### src/sv/hrhp_pkg.sv
// ----------------------------------------------------------------------------
// HTTP response head parser package
// Types, constants and per-byte update functions shared by the parser modules.
// ----------------------------------------------------------------------------
package hrhp_pkg;

   localparam logic [7:0] CHAR_CR    = 8'h0D;
   localparam logic [7:0] CHAR_LF    = 8'h0A;
   localparam logic [7:0] CHAR_SPACE = 8'h20;
   localparam logic [7:0] CHAR_TAB   = 8'h09;
   localparam logic [7:0] CHAR_COLON = 8'h3A;
   localparam logic [7:0] CHAR_ZERO  = 8'h30;
   localparam logic [7:0] CHAR_NINE  = 8'h39;
   localparam logic [7:0] CHAR_C     = 8'h63;

   localparam logic [4:0] CL_LEN  = 5'd14;
   localparam logic [4:0] TE_LEN  = 5'd17;
   localparam logic [4:0] IDX_MAX = 5'd31;
   localparam logic [2:0] CK_LEN  = 3'd7;

   localparam logic [15:0] STATUS_MAX = 16'hFFFF;

   localparam int RSP_DATA_W = 88;

   typedef enum logic [1:0] {
      LINE_STATUS = 2'd0,
      LINE_NAME   = 2'd1,
      LINE_VALUE  = 2'd2
   } line_phase_type;

   typedef enum logic [1:0] {
      VAL_LEAD   = 2'd0,
      VAL_DIGITS = 2'd1,
      VAL_TRAIL  = 2'd2
   } value_phase_type;

   typedef enum logic [1:0] {
      ERR_NONE       = 2'd0,
      ERR_LENGTH     = 2'd1,
      ERR_NO_STATUS  = 2'd2
   } error_code_type;

   typedef struct packed {
      line_phase_type  line_phase;
      logic            pending_return;
      logic [4:0]      name_idx;
      logic            cl_out;
      logic            te_out;
      logic            name_started;
      logic            name_trailing;
      value_phase_type value_phase;
      logic [63:0]     value_acc;
      logic            value_bad;
      logic [2:0]      token_idx;
      logic            token_found;
      logic [63:0]     length_value;
      logic            length_seen;
      logic            chunked_seen;
      logic [15:0]     status_count;
      error_code_type  sticky_error;
   } hrhp_state_type;

   typedef struct packed {
      error_code_type error_code;
      logic [63:0]    body_length;
      logic           length_present;
      logic           chunked_flag;
      logic [15:0]    status_length;
   } hrhp_result_type;

   function automatic hrhp_state_type reset_state();
      hrhp_state_type s;
      s                = '0;
      s.line_phase     = LINE_STATUS;
      s.value_phase    = VAL_LEAD;
      s.sticky_error   = ERR_NONE;
      return s;
   endfunction

   function automatic hrhp_state_type clear_line(hrhp_state_type s_in);
      hrhp_state_type s;
      s               = s_in;
      s.name_idx      = '0;
      s.cl_out        = 1'b0;
      s.te_out        = 1'b0;
      s.name_started  = 1'b0;
      s.name_trailing = 1'b0;
      s.value_phase   = VAL_LEAD;
      s.value_acc     = '0;
      s.value_bad     = 1'b0;
      s.token_idx     = '0;
      s.token_found   = 1'b0;
      return s;
   endfunction

   function automatic logic [7:0] to_low(logic [7:0] c);
      logic [7:0] r;
      r = c;
      if (c >= 8'h41 && c <= 8'h5A) begin
         r = c + 8'h20;
      end
      return r;
   endfunction

   function automatic logic is_blank(logic [7:0] c);
      return (c == CHAR_SPACE) || (c == CHAR_TAB);
   endfunction

   function automatic logic [7:0] cl_char(logic [4:0] i);
      logic [7:0] r;
      case (i)
         5'd0:    r = "c";
         5'd1:    r = "o";
         5'd2:    r = "n";
         5'd3:    r = "t";
         5'd4:    r = "e";
         5'd5:    r = "n";
         5'd6:    r = "t";
         5'd7:    r = "-";
         5'd8:    r = "l";
         5'd9:    r = "e";
         5'd10:   r = "n";
         5'd11:   r = "g";
         5'd12:   r = "t";
         5'd13:   r = "h";
         default: r = 8'h00;
      endcase
      return r;
   endfunction

   function automatic logic [7:0] te_char(logic [4:0] i);
      logic [7:0] r;
      case (i)
         5'd0:    r = "t";
         5'd1:    r = "r";
         5'd2:    r = "a";
         5'd3:    r = "n";
         5'd4:    r = "s";
         5'd5:    r = "f";
         5'd6:    r = "e";
         5'd7:    r = "r";
         5'd8:    r = "-";
         5'd9:    r = "e";
         5'd10:   r = "n";
         5'd11:   r = "c";
         5'd12:   r = "o";
         5'd13:   r = "d";
         5'd14:   r = "i";
         5'd15:   r = "n";
         5'd16:   r = "g";
         default: r = 8'h00;
      endcase
      return r;
   endfunction

   function automatic logic [7:0] ck_char(logic [2:0] i);
      logic [7:0] r;
      case (i)
         3'd0:    r = "c";
         3'd1:    r = "h";
         3'd2:    r = "u";
         3'd3:    r = "n";
         3'd4:    r = "k";
         3'd5:    r = "e";
         3'd6:    r = "d";
         default: r = 8'h00;
      endcase
      return r;
   endfunction

   function automatic hrhp_state_type name_byte(hrhp_state_type s_in, logic [7:0] c);
      hrhp_state_type s;
      logic           cl;
      logic           te;
      logic [7:0]     l;
      s  = s_in;
      cl = !s_in.cl_out && (s_in.name_idx == CL_LEN);
      te = !s_in.te_out && (s_in.name_idx == TE_LEN);
      l  = to_low(c);
      if (c == CHAR_COLON) begin
         s            = clear_line(s_in);
         s.cl_out     = !cl;
         s.te_out     = !te;
         s.line_phase = LINE_VALUE;
      end else if (is_blank(c)) begin
         if (s_in.name_started) begin
            s.name_trailing = 1'b1;
         end
      end else begin
         if (s_in.name_trailing) begin
            s.cl_out = 1'b1;
            s.te_out = 1'b1;
         end
         s.name_started = 1'b1;
         if (s_in.name_idx >= CL_LEN || l != cl_char(s_in.name_idx)) begin
            s.cl_out = 1'b1;
         end
         if (s_in.name_idx >= TE_LEN || l != te_char(s_in.name_idx)) begin
            s.te_out = 1'b1;
         end
         if (s_in.name_idx < IDX_MAX) begin
            s.name_idx = s_in.name_idx + 5'd1;
         end
      end
      return s;
   endfunction

   function automatic hrhp_state_type value_byte(hrhp_state_type s_in, logic [7:0] c);
      hrhp_state_type s;
      logic [7:0]     l;
      logic [67:0]    sum;
      s   = s_in;
      l   = to_low(c);
      sum = {1'b0, s_in.value_acc, 3'b000} + {3'b000, s_in.value_acc, 1'b0}
            + {64'd0, c[3:0]};
      if (!s_in.cl_out) begin
         if (is_blank(c)) begin
            if (s_in.value_phase == VAL_DIGITS) begin
               s.value_phase = VAL_TRAIL;
            end
         end else if (c >= CHAR_ZERO && c <= CHAR_NINE) begin
            if (s_in.value_phase == VAL_TRAIL) begin
               s.value_bad = 1'b1;
            end
            s.value_phase = VAL_DIGITS;
            if (|sum[67:64]) begin
               s.value_bad = 1'b1;
            end else begin
               s.value_acc = sum[63:0];
            end
         end else begin
            s.value_bad   = 1'b1;
            s.value_phase = VAL_DIGITS;
         end
      end else if (!s_in.te_out && !s_in.token_found) begin
         if (s_in.token_idx < CK_LEN && l == ck_char(s_in.token_idx)) begin
            s.token_idx = s_in.token_idx + 3'd1;
         end else begin
            s.token_idx = (l == CHAR_C) ? 3'd1 : 3'd0;
         end
         if (s.token_idx >= CK_LEN) begin
            s.token_found = 1'b1;
         end
      end
      return s;
   endfunction

   function automatic hrhp_state_type content_byte(hrhp_state_type s_in, logic [7:0] c);
      hrhp_state_type s;
      s = s_in;
      case (s_in.line_phase)
         LINE_STATUS: begin
            if (s_in.status_count < STATUS_MAX) begin
               s.status_count = s_in.status_count + 16'd1;
            end
         end
         LINE_NAME:  s = name_byte(s_in, c);
         LINE_VALUE: s = value_byte(s_in, c);
         default:    s = s_in;
      endcase
      return s;
   endfunction

   function automatic hrhp_state_type end_line(hrhp_state_type s_in);
      hrhp_state_type s;
      s = s_in;
      if (s_in.line_phase == LINE_VALUE) begin
         if (!s_in.cl_out) begin
            if (s_in.value_bad || s_in.value_phase == VAL_LEAD) begin
               if (s_in.sticky_error == ERR_NONE) begin
                  s.sticky_error = ERR_LENGTH;
               end
            end else begin
               s.length_value = s_in.value_acc;
               s.length_seen  = 1'b1;
            end
         end else if (!s_in.te_out && s_in.token_found) begin
            s.chunked_seen = 1'b1;
         end
      end
      s.line_phase = LINE_NAME;
      s = clear_line(s);
      return s;
   endfunction

endpackage

### src/sv/hrhp_byte_step.sv
// ----------------------------------------------------------------------------
// HTTP response head parser byte step
// Computes the next parser state and the result for one request byte.
// ----------------------------------------------------------------------------
module hrhp_byte_step (
   input  hrhp_pkg::hrhp_state_type  state,
   input  logic [7:0]                data_byte,
   input  logic                      last_byte,
   output hrhp_pkg::hrhp_state_type  state_next,
   output hrhp_pkg::hrhp_result_type result
);

   hrhp_pkg::hrhp_state_type s_a;
   hrhp_pkg::hrhp_state_type s_b;
   hrhp_pkg::hrhp_state_type s_c;
   hrhp_pkg::error_code_type err;
   logic                     closed;
   logic                     is_cr;

   // A held CR is resolved first: with LF it ends the line, otherwise it is content.
   always_comb begin
      is_cr  = (data_byte == hrhp_pkg::CHAR_CR);
      closed = state.pending_return && (data_byte == hrhp_pkg::CHAR_LF);
      s_a    = state;
      s_a.pending_return = 1'b0;
      if (closed) begin
         s_a = hrhp_pkg::end_line(s_a);
      end else if (state.pending_return) begin
         s_a = hrhp_pkg::content_byte(s_a, hrhp_pkg::CHAR_CR);
      end

      s_b = s_a;
      if (!closed) begin
         if (!is_cr || last_byte) begin
            s_b = hrhp_pkg::content_byte(s_a, data_byte);
         end else begin
            s_b.pending_return = 1'b1;
         end
      end

      s_c = s_b;
      if (last_byte && !closed) begin
         s_c = hrhp_pkg::end_line(s_b);
      end

      err = s_c.sticky_error;
      if (err == hrhp_pkg::ERR_NONE && s_c.status_count == 16'd0) begin
         err = hrhp_pkg::ERR_NO_STATUS;
      end
      result            = '0;
      result.error_code = err;
      if (err == hrhp_pkg::ERR_NONE) begin
         result.body_length    = s_c.length_value;
         result.length_present = s_c.length_seen;
         result.chunked_flag   = s_c.chunked_seen;
         result.status_length  = s_c.status_count;
      end

      state_next = last_byte ? hrhp_pkg::reset_state() : s_c;
   end

endmodule

### src/sv/http_response_head_parser_core.sv
// ----------------------------------------------------------------------------
// HTTP response head parser core
// Parses a response head byte stream and reports length and framing info.
// ----------------------------------------------------------------------------
// The core takes one byte of a response head per request and sustains one
// byte per clock cycle unless a last byte waits on a held result: each byte
// is registered, the parser state is updated in a single pass of logic, and
// the state register feeds the next byte. A tlast byte closes the head: it
// waits in the input byte register, then its result is registered onto the
// rsp channel and the parser state is reset so the next byte starts a new head.
// One held result and one registered byte can wait while rsp_tready is low.
module http_response_head_parser_core (
   input  logic                          clock,
   input  logic                          reset,
   input  logic                          req_tvalid,
   output logic                          req_tready,
   input  logic [7:0]                    req_tdata,  // [7:0] data_byte
   input  logic                          req_tlast,  // last_byte
   output logic                          rsp_tvalid,
   input  logic                          rsp_tready,
   // [1:0] error_code, [65:2] body_length, [66] length_present,
   // [67] chunked_flag, [83:68] status_length, [87:84] zero
   output logic [hrhp_pkg::RSP_DATA_W-1:0] rsp_tdata
);

   logic                      in_valid_ff;
   logic                      in_valid_in;
   logic [7:0]                in_byte_ff;
   logic [7:0]                in_byte_in;
   logic                      in_last_ff;
   logic                      in_last_in;
   hrhp_pkg::hrhp_state_type  state_ff;
   hrhp_pkg::hrhp_state_type  state_in;
   hrhp_pkg::hrhp_state_type  state_next;
   hrhp_pkg::hrhp_result_type result;
   logic                      rsp_valid_ff;
   logic                      rsp_valid_in;
   hrhp_pkg::hrhp_result_type rsp_data_ff;
   hrhp_pkg::hrhp_result_type rsp_data_in;
   logic                      advance;
   logic                      req_fire;

   hrhp_byte_step u_step (
      .state      (state_ff),
      .data_byte  (in_byte_ff),
      .last_byte  (in_last_ff),
      .state_next (state_next),
      .result     (result)
   );

   always_comb begin
      advance      = in_valid_ff && (!in_last_ff || !rsp_valid_ff || rsp_tready);
      req_tready   = !in_valid_ff || advance;
      req_fire     = req_tvalid && req_tready;
      in_valid_in  = req_fire || (in_valid_ff && !advance);
      in_byte_in   = req_fire ? req_tdata : in_byte_ff;
      in_last_in   = req_fire ? req_tlast : in_last_ff;
      state_in     = advance ? state_next : state_ff;
      rsp_valid_in = (rsp_valid_ff && !rsp_tready) || (advance && in_last_ff);
      rsp_data_in  = (advance && in_last_ff) ? result : rsp_data_ff;
   end

   always_ff @(posedge clock) begin
      if (reset) begin
         in_valid_ff  <= 1'b0;
         rsp_valid_ff <= 1'b0;
         state_ff     <= hrhp_pkg::reset_state();
      end else begin
         in_valid_ff  <= in_valid_in;
         rsp_valid_ff <= rsp_valid_in;
         state_ff     <= state_in;
      end
      in_byte_ff  <= in_byte_in;
      in_last_ff  <= in_last_in;
      rsp_data_ff <= rsp_data_in;
   end

   assign rsp_tvalid = rsp_valid_ff;
   assign rsp_tdata  = {4'b0000,
                        rsp_data_ff.status_length,
                        rsp_data_ff.chunked_flag,
                        rsp_data_ff.length_present,
                        rsp_data_ff.body_length,
                        rsp_data_ff.error_code};

endmodule

### config.mk
export PLATFORM = sky130hd
export DESIGN_NAME = http_response_head_parser_core
export DESIGN_NICKNAME = d
export VERILOG_FILES = /design/src/sv/hrhp_pkg.sv /design/src/sv/hrhp_byte_step.sv /design/src/sv/http_response_head_parser_core.sv
export SDC_FILE = /design/constraint.sdc
export NUM_CORES = 1
export LEC_CHECK = 0
export BUFFER_PORTS_ARGS = -buffer_cell sky130_fd_sc_hd__buf_2
export CORE_AREA = 2 2 196 198
export DETAILED_ROUTE_END_ITERATION = 10
export DIE_AREA = 0 0 198 200
export GPL_TIMING_DRIVEN = 0
export PLACE_DENSITY_LB_ADDON = 0.05
export SETUP_SLACK_MARGIN = 0.3
export SYNTH_ARGS = -nofsm -noshare
export SYNTH_HDL_FRONTEND = slang
export SYNTH_SLANG_ARGS = --single-unit
export TNS_END_PERCENT = 50
### constraint.sdc
create_clock -name clock -period 6.3 [get_ports clock]
set_input_delay 0.63 -clock clock [delete_from_list [all_inputs] [get_ports clock]]
set_output_delay 0.63 -clock clock [all_outputs]
set_load 0.01 [all_outputs]
* Word level (Yosys, flattened, before mapping)
Memory sizes are Yosys's and may differ from the RTL's. A register that Yosys moved wholly into a read port is not among the register bits. Index checks and enable logic that the tools add are counted.
Cells by class: add/sub/neg operators 9, $mul 0, div/mod/pow operators 0, order comparisons 16, equal/unequal tests 33, shifts and indexed selects 0, muxes and demuxes 119, bitwise gates (word level) 0, reduce and logical (&&, ||, !) cells 58
Operators by type and width (count):
- two-way mux 167 bit | 4
- two-way mux 164 bit | 2
- two-way mux 65 bit | 5
- case mux 149 bit (2 select lines) | 1
- case mux 146 bit (2 select lines) | 1
- two-way mux 8 bit | 36
- two-way mux 155 bit | 1
- two-way mux 66 bit | 2
- two-way mux 64 bit | 2
- case mux 7 bit (7 select lines) | 2
- adder 67 x 65 -> 68 bit | 1
- adder 68 x 4 -> 68 bit | 1
- two-way mux 67 bit | 1
- two-way mux 16 bit | 3
- two-way mux 3 bit | 13
- adder 16 x 1 -> 16 bit, second input constant | 2
- less-than comparator 16 bit, second input constant | 2
- two-way mux 2 bit | 16
- case mux 16 bit (2 select lines) | 1
- == test 8 x 4 -> 1 bit, second input constant | 3
- two-way mux 4 bit | 6
- two-way mux 5 bit | 4
- == test 3 bit, second input constant | 6
- logical AND 1 bit | 18
- 32 further kinds | 102
Word-level totals: register bits after elaboration 262, bits in latches 0, memory bits (writable) 0, memory bits (read-only) 672, input port bits 13, output and inout port bits 90, word-level logic and storage cells 265, memories kept 4
Memories:
- (no name shown) | words 32, bits a word 7, rd ports 1, clocked after memory_dff 1, write ports 0, line hrhp_pkg.sv:133 | case (i)
- (no name shown) | words 32, bits a word 7, rd ports 1, clocked after memory_dff 0, write ports 0, line hrhp_pkg.sv:133
- (no name shown) | words 16, bits a word 7, rd ports 1, clocked after memory_dff 1, write ports 0, line hrhp_pkg.sv:111 | case (i)
- (no name shown) | words 16, bits a word 7, rd ports 1, clocked after memory_dff 0, write ports 0, line hrhp_pkg.sv:111

* Longest topological paths before layout
Gate-level depths: netlist (run 1).
word-level depth 54, gate-level depth with buffers 27, gate-level depth less buffers 19

* Modules after synthesis
From an unflattened synthesis (run 1), not the netlist that was laid out.
Unflattened totals: cell total of the unflattened synthesis 2816, area, all modules 22658.0 sq um
By module, submodules not included:
- hrhp_byte_step | instances 1, cells an instance 1983, area an instance 12288.0 sq um, seq. area each 0.0 sq um
- http_response_head_parser_core | instances 1, cells an instance 833, area an instance 10369.9 sq um, seq. area each 6175.9 sq um

* Worst setup path before layout (run 1)
No wires, ideal clock.
path kind flip-flop to flip-flop, from register in_byte_ff[2], to register rsp_data_ff (netlist bit rsp_tdata[50]) (data pin), library setup time 0.169 ns, arrival time 6.053 ns, required time 6.131 ns, setup slack 0.078 ns, stages on the path, launching flop included 26, buffers on the path 7, clock period less this slack 6.222 ns, path through edfxtp_1 -> clkbuf_1 -> nor4b_1 -> nand4_1 -> clkbuf_1 -> clkbuf_1 -> clkbuf_1 -> and2_1 -> fa_1 -> inv_1 -> fa_1 -> nor2b_1 -> o211ai_1 -> a31oi_1 -> o2111ai_1 -> and3_1 -> clkbuf_1 -> o31a_1 -> o211ai_1 -> nand4_1 -> a21oi_1 -> o21ai_0 -> or4_1 -> buf_2 -> buf_6 -> nor4_4
On the way: cells in the longest elaborated chain, start to end 25, elaborated cells between the ends (all ways) 86, classes of those cells 4 x add/sub; 6 x order compare; 12 x eq/ne; 42 x mux; 21 x reduce/logical; 1 x memory
RTL lines:
- start, declared | line http_response_head_parser_core.sv:28 | logic [7:0] in_byte_ff;
- start signal, assigned | line http_response_head_parser_core.sv:73 | in_byte_ff <= in_byte_in;
- parallel branches: the longest is 20 deep, another holds adder 67 x 65 -> 68 bit
- two-way mux 167 bit (*) | line hrhp_byte_step.sv:42 | if (last_byte && !closed) begin
- zero test 2 bit | line hrhp_byte_step.sv:47 | if (err == hrhp_pkg::ERR_NONE && s_c.status_count == 16'd0) begin
- logical AND 1 bit | line hrhp_byte_step.sv:47
- two-way mux 2 bit | line hrhp_byte_step.sv:47
- zero test 2 bit | line hrhp_byte_step.sv:52 | if (err == hrhp_pkg::ERR_NONE) begin
- end signal, assigned | line http_response_head_parser_core.sv:75 | rsp_data_ff <= rsp_data_in;
- end, declared | line http_response_head_parser_core.sv:38 | hrhp_pkg::hrhp_result_type rsp_data_ff;
Every way passes the cells marked *. The select of a mux whose other input is x is not followed. A chain may end at the register's enable or synchronous reset.

* Final worst setup path (run 1)
from register in_byte_ff[2], to register rsp_data_ff (netlist bit rsp_tdata[39]) (data pin)
Same word-level chain as after synthesis.

==> out/metrics.cfg, run 1 <==
[outcome]
status = finished, violations left
violations = negative setup slack

[sta]
hold_slack_ps = 185
report.final.setup_viol = 28
clock_skew_ps = 16.4
fmax_ghz = 0.155
tightest_slew_ps = 1460
fin_crit_ps = 6460
rsz0062_at_grt = true
fin_crit_sh_pct = 103
slew_violations = 0
setup_tns_ps = -837
slew_headroom_pct = 2.24
finalHoldViolCount = 0
setup_slack_ps = -159

[floorplan]
die_x_um = 198
die_area_um2 = 39600
fp-row-count = 71
die_y_um = 200
initial_utilization_pct = 56.5
core-area_um2 = 37400
boundaryPins = 103

[finish]
fill_cells = 3002
drive_gt1_share_pct = 20.3
fin_nets = 3096
regArea_um2 = 6460
syn_to_final_growth_pct = 24.0
multiInputGateArea_um2 = 15300
fin_area_um2 = 26200
finalNonFillerCells = 3458
fin_util_pct = 70.1

[critical_path]
cp-start-kind = flip-flop
cp.arrival_ps = 6880
required_ps = 6720
endpoint_kind = flip-flop
critical_path_class = flip-flop to flip-flop
crit_fanout = 6

[routing]
num_vias = 23800
drtAntennaViolNets = 0
firstDrtPassIters = 6
drc = 0
viasPerCell = 6.88
drtIter0Drc = 3873
wl_per_cell_um = 25.4
drt_wl_total_um = 87800

[clocking]
cts_tree = done
cts.htree.levels = 1
root_buffer = clkbuf_16
clk_latency_ps = 620
clk_pin_slew_ps = 60
cts_buffer_depth = 3
cts.sinks = 276
cts_buffers = 31
cts_hold_buf = 0

[power]
fin_total_pwr_mw = 4.00
switching_power_mw = 0.998
p_clk_share_pct = 47.8
swShare_pct = 24.9
internal_power_mw = 3.00
combPwrFrac_pct = 5.9
p_per_area_nw_per_um2 = 153
leakage_nw = 10.6
seq_power_share_pct = 46.4
ir_worst_vdd_v = 0.000200

[global_route]
antenna_found_initial = 2
grt_usage_pct = 42.1
overflow = 0
grt_pass1_wl_um = 127000
grt_pass1_vias = 20800
grt_max_degree = 59

[yosys]
synth_area_um2 = 21100
synthTopCellsByCount = 324 x nand2_1, 277 x nor2_1, 261 x a21oi_1
ys.flop_type = dfxtp_1
yosysSeqAreaShare_pct = 30.5
synth_most_common_cell = nand2_1
synth_top_cells_by_area = dfxtp_1 17%, edfxtp_1 13%, ha_1 9.5%
postSynthCellCount = 2702
yosysTopAreaCell = dfxtp_1
synthArstFlopShare_pct = 0
ys_types = 88
postSynthAreaPerCell_um2 = 7.82
synth_top_cell_area_share_pct = 17.3
synth_edf_count = 93
ys_ff_latch = 276
yosysWarnings = 0

[flow_run]
drv_cap = 0

[placement]
dp_hpwl_um = 65000
gp_congestion = 1.05
postPlaceCellArea_um2 = 22300
dp_cells = 3315
portBuffers = 98
dp_slack_ps = -2680

[min_path]
min_path_type = input port to flip-flop

[layout by cell type (no fill, tap or decap), types with 16 or more instances in the layout]
master       n
nand2_1    320
a21oi_1    235
nor2_1     227
dfxtp_1    183
ha_1       150
o21ai_0    143
buf_2      114
clkbuf_1    98
edfxtp_1    93
buf_4       81
a21o_1      81
and2_1      68
nand3_1     67
inv_1       58
nor3_1      52
xnor2_1     44
clkbuf_16   39
a22oi_1     37
a31oi_1     34
nand4_1     34
nor2_2      32
xor2_1      31
and3_1      29
mux2i_1     23
a22o_1      21
o21bai_1    20
clkbuf_4    19
buf_6       19
o211ai_1    19
a21oi_2     18
nor2_4      18
or3_1       17
nor4_1      17
o21a_1      16
o21ai_1     16
[final timing paths]
kind                                                 from  slack, ps                     endpoint  cells past startpoint
worst min-delay path                         req_tdata[3]        180      in_byte_ff[3]$_DFFE_PP_                      1
worst min register to register  state_ff[46]$_SDFFE_PP0P_        450    state_ff[46]$_SDFFE_PP0P_                      2
worst max-delay path              in_byte_ff[2]$_DFFE_PP_       -160  rsp_tdata[39]$_SDFFCE_PP0P_                     27
worst max register to register    in_byte_ff[2]$_DFFE_PP_       -160  rsp_tdata[39]$_SDFFCE_PP0P_                     27
[layer usage]
metal | vias up | track usage [%] | share of wire, %
met5 | - | 0 | 0
met4 | 0 | 16.0 | 4.7
met3 | 310 | 11.4 | 14
met2 | 1795 | 61.1 | 41
met1 | 11300 | 59.6 | 41
li1 | 10400 | - | -
[repair_timing]
action / in CTS / in global routing
gates resized for setup: 216 / 367
setup endpoints to repair: 229 / 209
setup buffers: 40 / 36
gates cloned: 2 / 5
pin swaps: 30 / 65
[final cells by class]
class	count	area share, %
Antenna cell	2	0.0191
Buffer	196	4.83
Clock buffer	38	3.22
Clock inverter	20	0.802
Inverter	60	0.859
Multi-Input combinational cell	2173	58.2
Sequential cell	276	24.6
Tap cell	511	2.44
Timing Repair Buffer	182	4.96
[worst max-delay path: stages, from the launching register on]
cell and delay [ps]:
edfxtp_1 420, clkbuf_8 170, nor4b_4 260, nand4_1 200, clkbuf_8 200, clkbuf_16 160
clkbuf_16 170, and2_4 170, fa_1 540, inv_2 50, fa_2 390, nor2b_4 150
o211ai_1 140, a31oi_2 250, o2111ai_2 190, and3_1 220, clkbuf_8 130, o31a_1 250
o211ai_1 190, buf_4 180, nand4_1 210, a21oi_2 230, o21ai_2 100, or4_4 510
buf_8 160, buf_12 140, buf_12 150, a311oi_4 300
[state kept, by name (all words and copies together) (netlist names), named ones only]
name and count:
in_valid_ff 1, rsp_tvalid 1, in_last_ff 1, in_byte_ff 8
state_ff 167, rsp_tdata 84
[power groups by stage]
stage                     Clock, mW  Sequential, mW  Combinational (mW)
after floorplan                   0            1.90              0.0929
after global placement            0            1.90               0.167
after detailed placement          0            1.90               0.171
after CTS                      1.89            1.86               0.192
after global routing           1.96            1.86               0.241
final                          1.91            1.86               0.235
[kinds of logic after synthesis]
kind of cell / synth area share, %
AO/OA/AOI/OAI: 27.7
XOR/XNOR: 3.15
adder cells (fa/ha/maj): 9.72
buffers and inverters: 4.78
flip-flops: 30.5
multiplexers: 1.46
other: 0.0177
AND/OR/NAND/NOR: 22.6
Note: power is estimated with default switching activity, not from simulation.
==> inputs of run 2 (changes only) <==
--- a/config.mk
+++ b/config.mk
@@ -15,4 +15,3 @@
 export SYNTH_ARGS = -nofsm -noshare
 export SYNTH_HDL_FRONTEND = slang
 export SYNTH_SLANG_ARGS = --single-unit
-export TNS_END_PERCENT = 50
==> out/metrics.cfg, run 2 (synthesis results as in run 1) <==
[finish]
regMostFlops = state_ff
fin_nets = 3116  ; +0.65%
fill_cells = 2890  ; -3.7%
final_cell_mix = 320 x nand2_1, 226 x a21oi_1, 223 x nor2_1
largest_reg_flops = 167  ; unchanged
drive_gt1_share_pct = 21.8  ; +1.5 points
final_common_cell = nand2_1
syn_to_final_growth_pct = 26.6

[clocking]
cts_buffer_depth = 3  ; unchanged
cts.htree.levels = 1  ; unchanged
root_buffer = clkbuf_16
cts_hold_buf = 0  ; unchanged
clk_pin_slew_ps = 70  ; about the same
cts.sinks = 276  ; unchanged
cts_buffers = 31  ; unchanged
cts_tree = done
clk_latency_ps = 620  ; about the same

[floorplan]
initial_utilization_pct = 56.5  ; unchanged
core-area_um2 = 37400  ; unchanged
die_area_um2 = 39600  ; unchanged
fp-row-count = 71  ; unchanged
die_x_um = 198  ; unchanged
die_y_um = 200  ; unchanged
boundaryPins = 103  ; unchanged

[power]
fin_total_pwr_mw = 4.01  ; +0.25%
leakage_nw = 10.7  ; +1.2%
combPwrFrac_pct = 6.1  ; +0.2 points
seq_power_share_pct = 46.3  ; about the same
p_clk_share_pct = 47.7  ; about the same
p_per_area_nw_per_um2 = 150  ; -1.9%
swShare_pct = 25.0  ; +0.064 points
switching_power_mw = 1.00  ; +0.50%
ir_worst_vdd_v = 0.000205  ; +2.3%
internal_power_mw = 3.01  ; +0.16%

[global_route]
antenna_found_initial = 4  ; +2
grt_pass1_wl_um = 127000  ; +0.21%
overflow = 0  ; unchanged
grt_usage_pct = 42.3  ; +0.11 points
grt_pass1_vias = 20900  ; +0.42%
grt_max_degree = 59  ; unchanged

[critical_path]
r2r-start = in_byte_ff[2]$_DFFE_PP_
cp-start-kind = flip-flop
critical_path_class = flip-flop to flip-flop
r2r_cells = 27  ; unchanged
r2r_setup_slack_ps = -120  ; +40 ps
crit_path_end = rsp_tdata[54]$_SDFFCE_PP0P_
startpoint = in_byte_ff[2]$_DFFE_PP_
endpoint_kind = flip-flop
required_ps = 6710  ; about the same
cp.arrival_ps = 6830  ; -50 ps
crit_fanout = 6  ; unchanged
r2r_end = rsp_tdata[54]$_SDFFCE_PP0P_

[routing]
drtAntennaViolNets = 0  ; unchanged
drtIter0Drc = 3689  ; -4.8%
drt_wl_total_um = 89100  ; +1.5%
wl_per_cell_um = 25.6  ; +0.87%
firstDrtPassIters = 7  ; +1
viasPerCell = 6.89  ; +0.21%
drc = 0  ; unchanged
num_vias = 24000  ; +0.79%

[placement]
dp_hpwl_um = 65000  ; unchanged
dp_slack_ps = -2680  ; unchanged
gp_congestion = 1.05  ; unchanged
portBuffers = 98  ; unchanged

[sta]
slew_violations = 10  ; +10
setup_slack_ps = -121  ; +37.4 ps
setup_tns_ps = -1340  ; -506 ps
fin_crit_ps = 6420  ; -37.4 ps
fin_crit_sh_pct = 102  ; -0.59 points
slew_headroom_pct = -1.55  ; -3.8 points
rsz0062_at_grt = true
finalHoldViolCount = 0  ; unchanged
tightest_slew_ps = 1510  ; +56.5 ps
clock_skew_ps = 12.7  ; -3.71 ps
fmax_ghz = 0.156  ; +0.58%
report.final.setup_viol = 45  ; +61%

[outcome]
violations = max-capacitance violations, max-slew violations, negative setup slack
status = finished, violations left

[min_path]
min_path_type = input port to flip-flop

[flow_run]
drv_cap = 1  ; +1

-- run 2: final cells by class --
type | count | area (um^2) | area share (%)
multi-input cells | 2174 | 15600 | 58.2
flip-flops and latches | 276 | 6460 | 24.1
repair buffers | 201 | 1510 | 5.65
plain buffers | 196 | 1300 | 4.86
clock buffers | 38 | 843 | 3.15
well taps | 511 | 639 | 2.39
inverters | 60 | 225 | 0.841
clock inverters | 20 | 210 | 0.785
diodes | 2 | 5.00 | 0.0187
-- run 2: power groups by stage --
stage / sequential [mW] / clock [mW] / combinational [mW]
after floorplan: 1.90 / 0 / 0.0929
after global placement: 1.90 / 0 / 0.167
after detailed placement: 1.90 / 0 / 0.171
after CTS: 1.86 / 1.89 / 0.196
after global routing: 1.86 / 1.96 / 0.249
final: 1.86 / 1.91 / 0.243
-- run 2: metal layers --
metal	global-route usage, %	vias to the layer above	wire length (um)
li1	-	10400	-
met1	60.0	11300	35600
met2	61.5	1888	36300
met3	10.6	362	12800
met4	16.2	2	4430
met5	0	-	12
-- run 2: critical path, stage by stage (launching register included) --
cell and delay [ps]:
edfxtp_1 420, clkbuf_8 170, nor4b_4 270, nand4_1 210, clkbuf_8 210, clkbuf_16 160
clkbuf_16 170, and2_4 170, fa_1 510, inv_2 50, fa_2 410, nor2b_4 150
o211ai_1 140, a31oi_2 250, o2111ai_2 190, and3_1 220, clkbuf_8 130, o31a_1 250
o211ai_1 190, buf_4 170, nand4_1 200, a21oi_2 220, o21ai_2 100, or4_4 520
buf_8 170, buf_12 130, buf_4 140, a311oi_4 270
-- run 2: what timing repair did --
action                     4_1_cts  5_1_grt
cloned                           2       10
buffers inserted                43       48
pin swaps                       31       79
setup endpoints to repair      229      210
resized for setup              232      432
-- run 2: how the worst min path moves through the flow --
stage / start / end / slack [ps] / cells past startpoint
finish: req_tdata[4] / in_byte_ff[4]$_DFFE_PP_ / 190 / 1
global route: req_tdata[4] / in_byte_ff[4]$_DFFE_PP_ / 190 / 1
CTS: req_tdata[0] / in_byte_ff[0]$_DFFE_PP_ / 180 / 1
detailed placement: state_ff[47]$_SDFFE_PP0P_ / state_ff[47]$_SDFFE_PP0P_ / 430 / 2
global placement: state_ff[47]$_SDFFE_PP0P_ / state_ff[47]$_SDFFE_PP0P_ / 430 / 2
floorplan: state_ff[20]$_SDFFE_PP0P_ / state_ff[20]$_SDFFE_PP0P_ / 420 / 2
-- run 2: through the flow --
stage / cells / utilization (%) / hold slack (ps) / cell area, um^2
floorplan: 2705 / - / 417 / 21200
global placement: 3314 / 59.7 / 426 / 22300
detailed placement: 3315 / 59.7 / 435 / 22300
CTS: 3418 / 65.8 / 181 / 24600
global route: 3476 / 71.6 / 188 / 26800
finish: 3478 / 71.6 / 188 / 26800
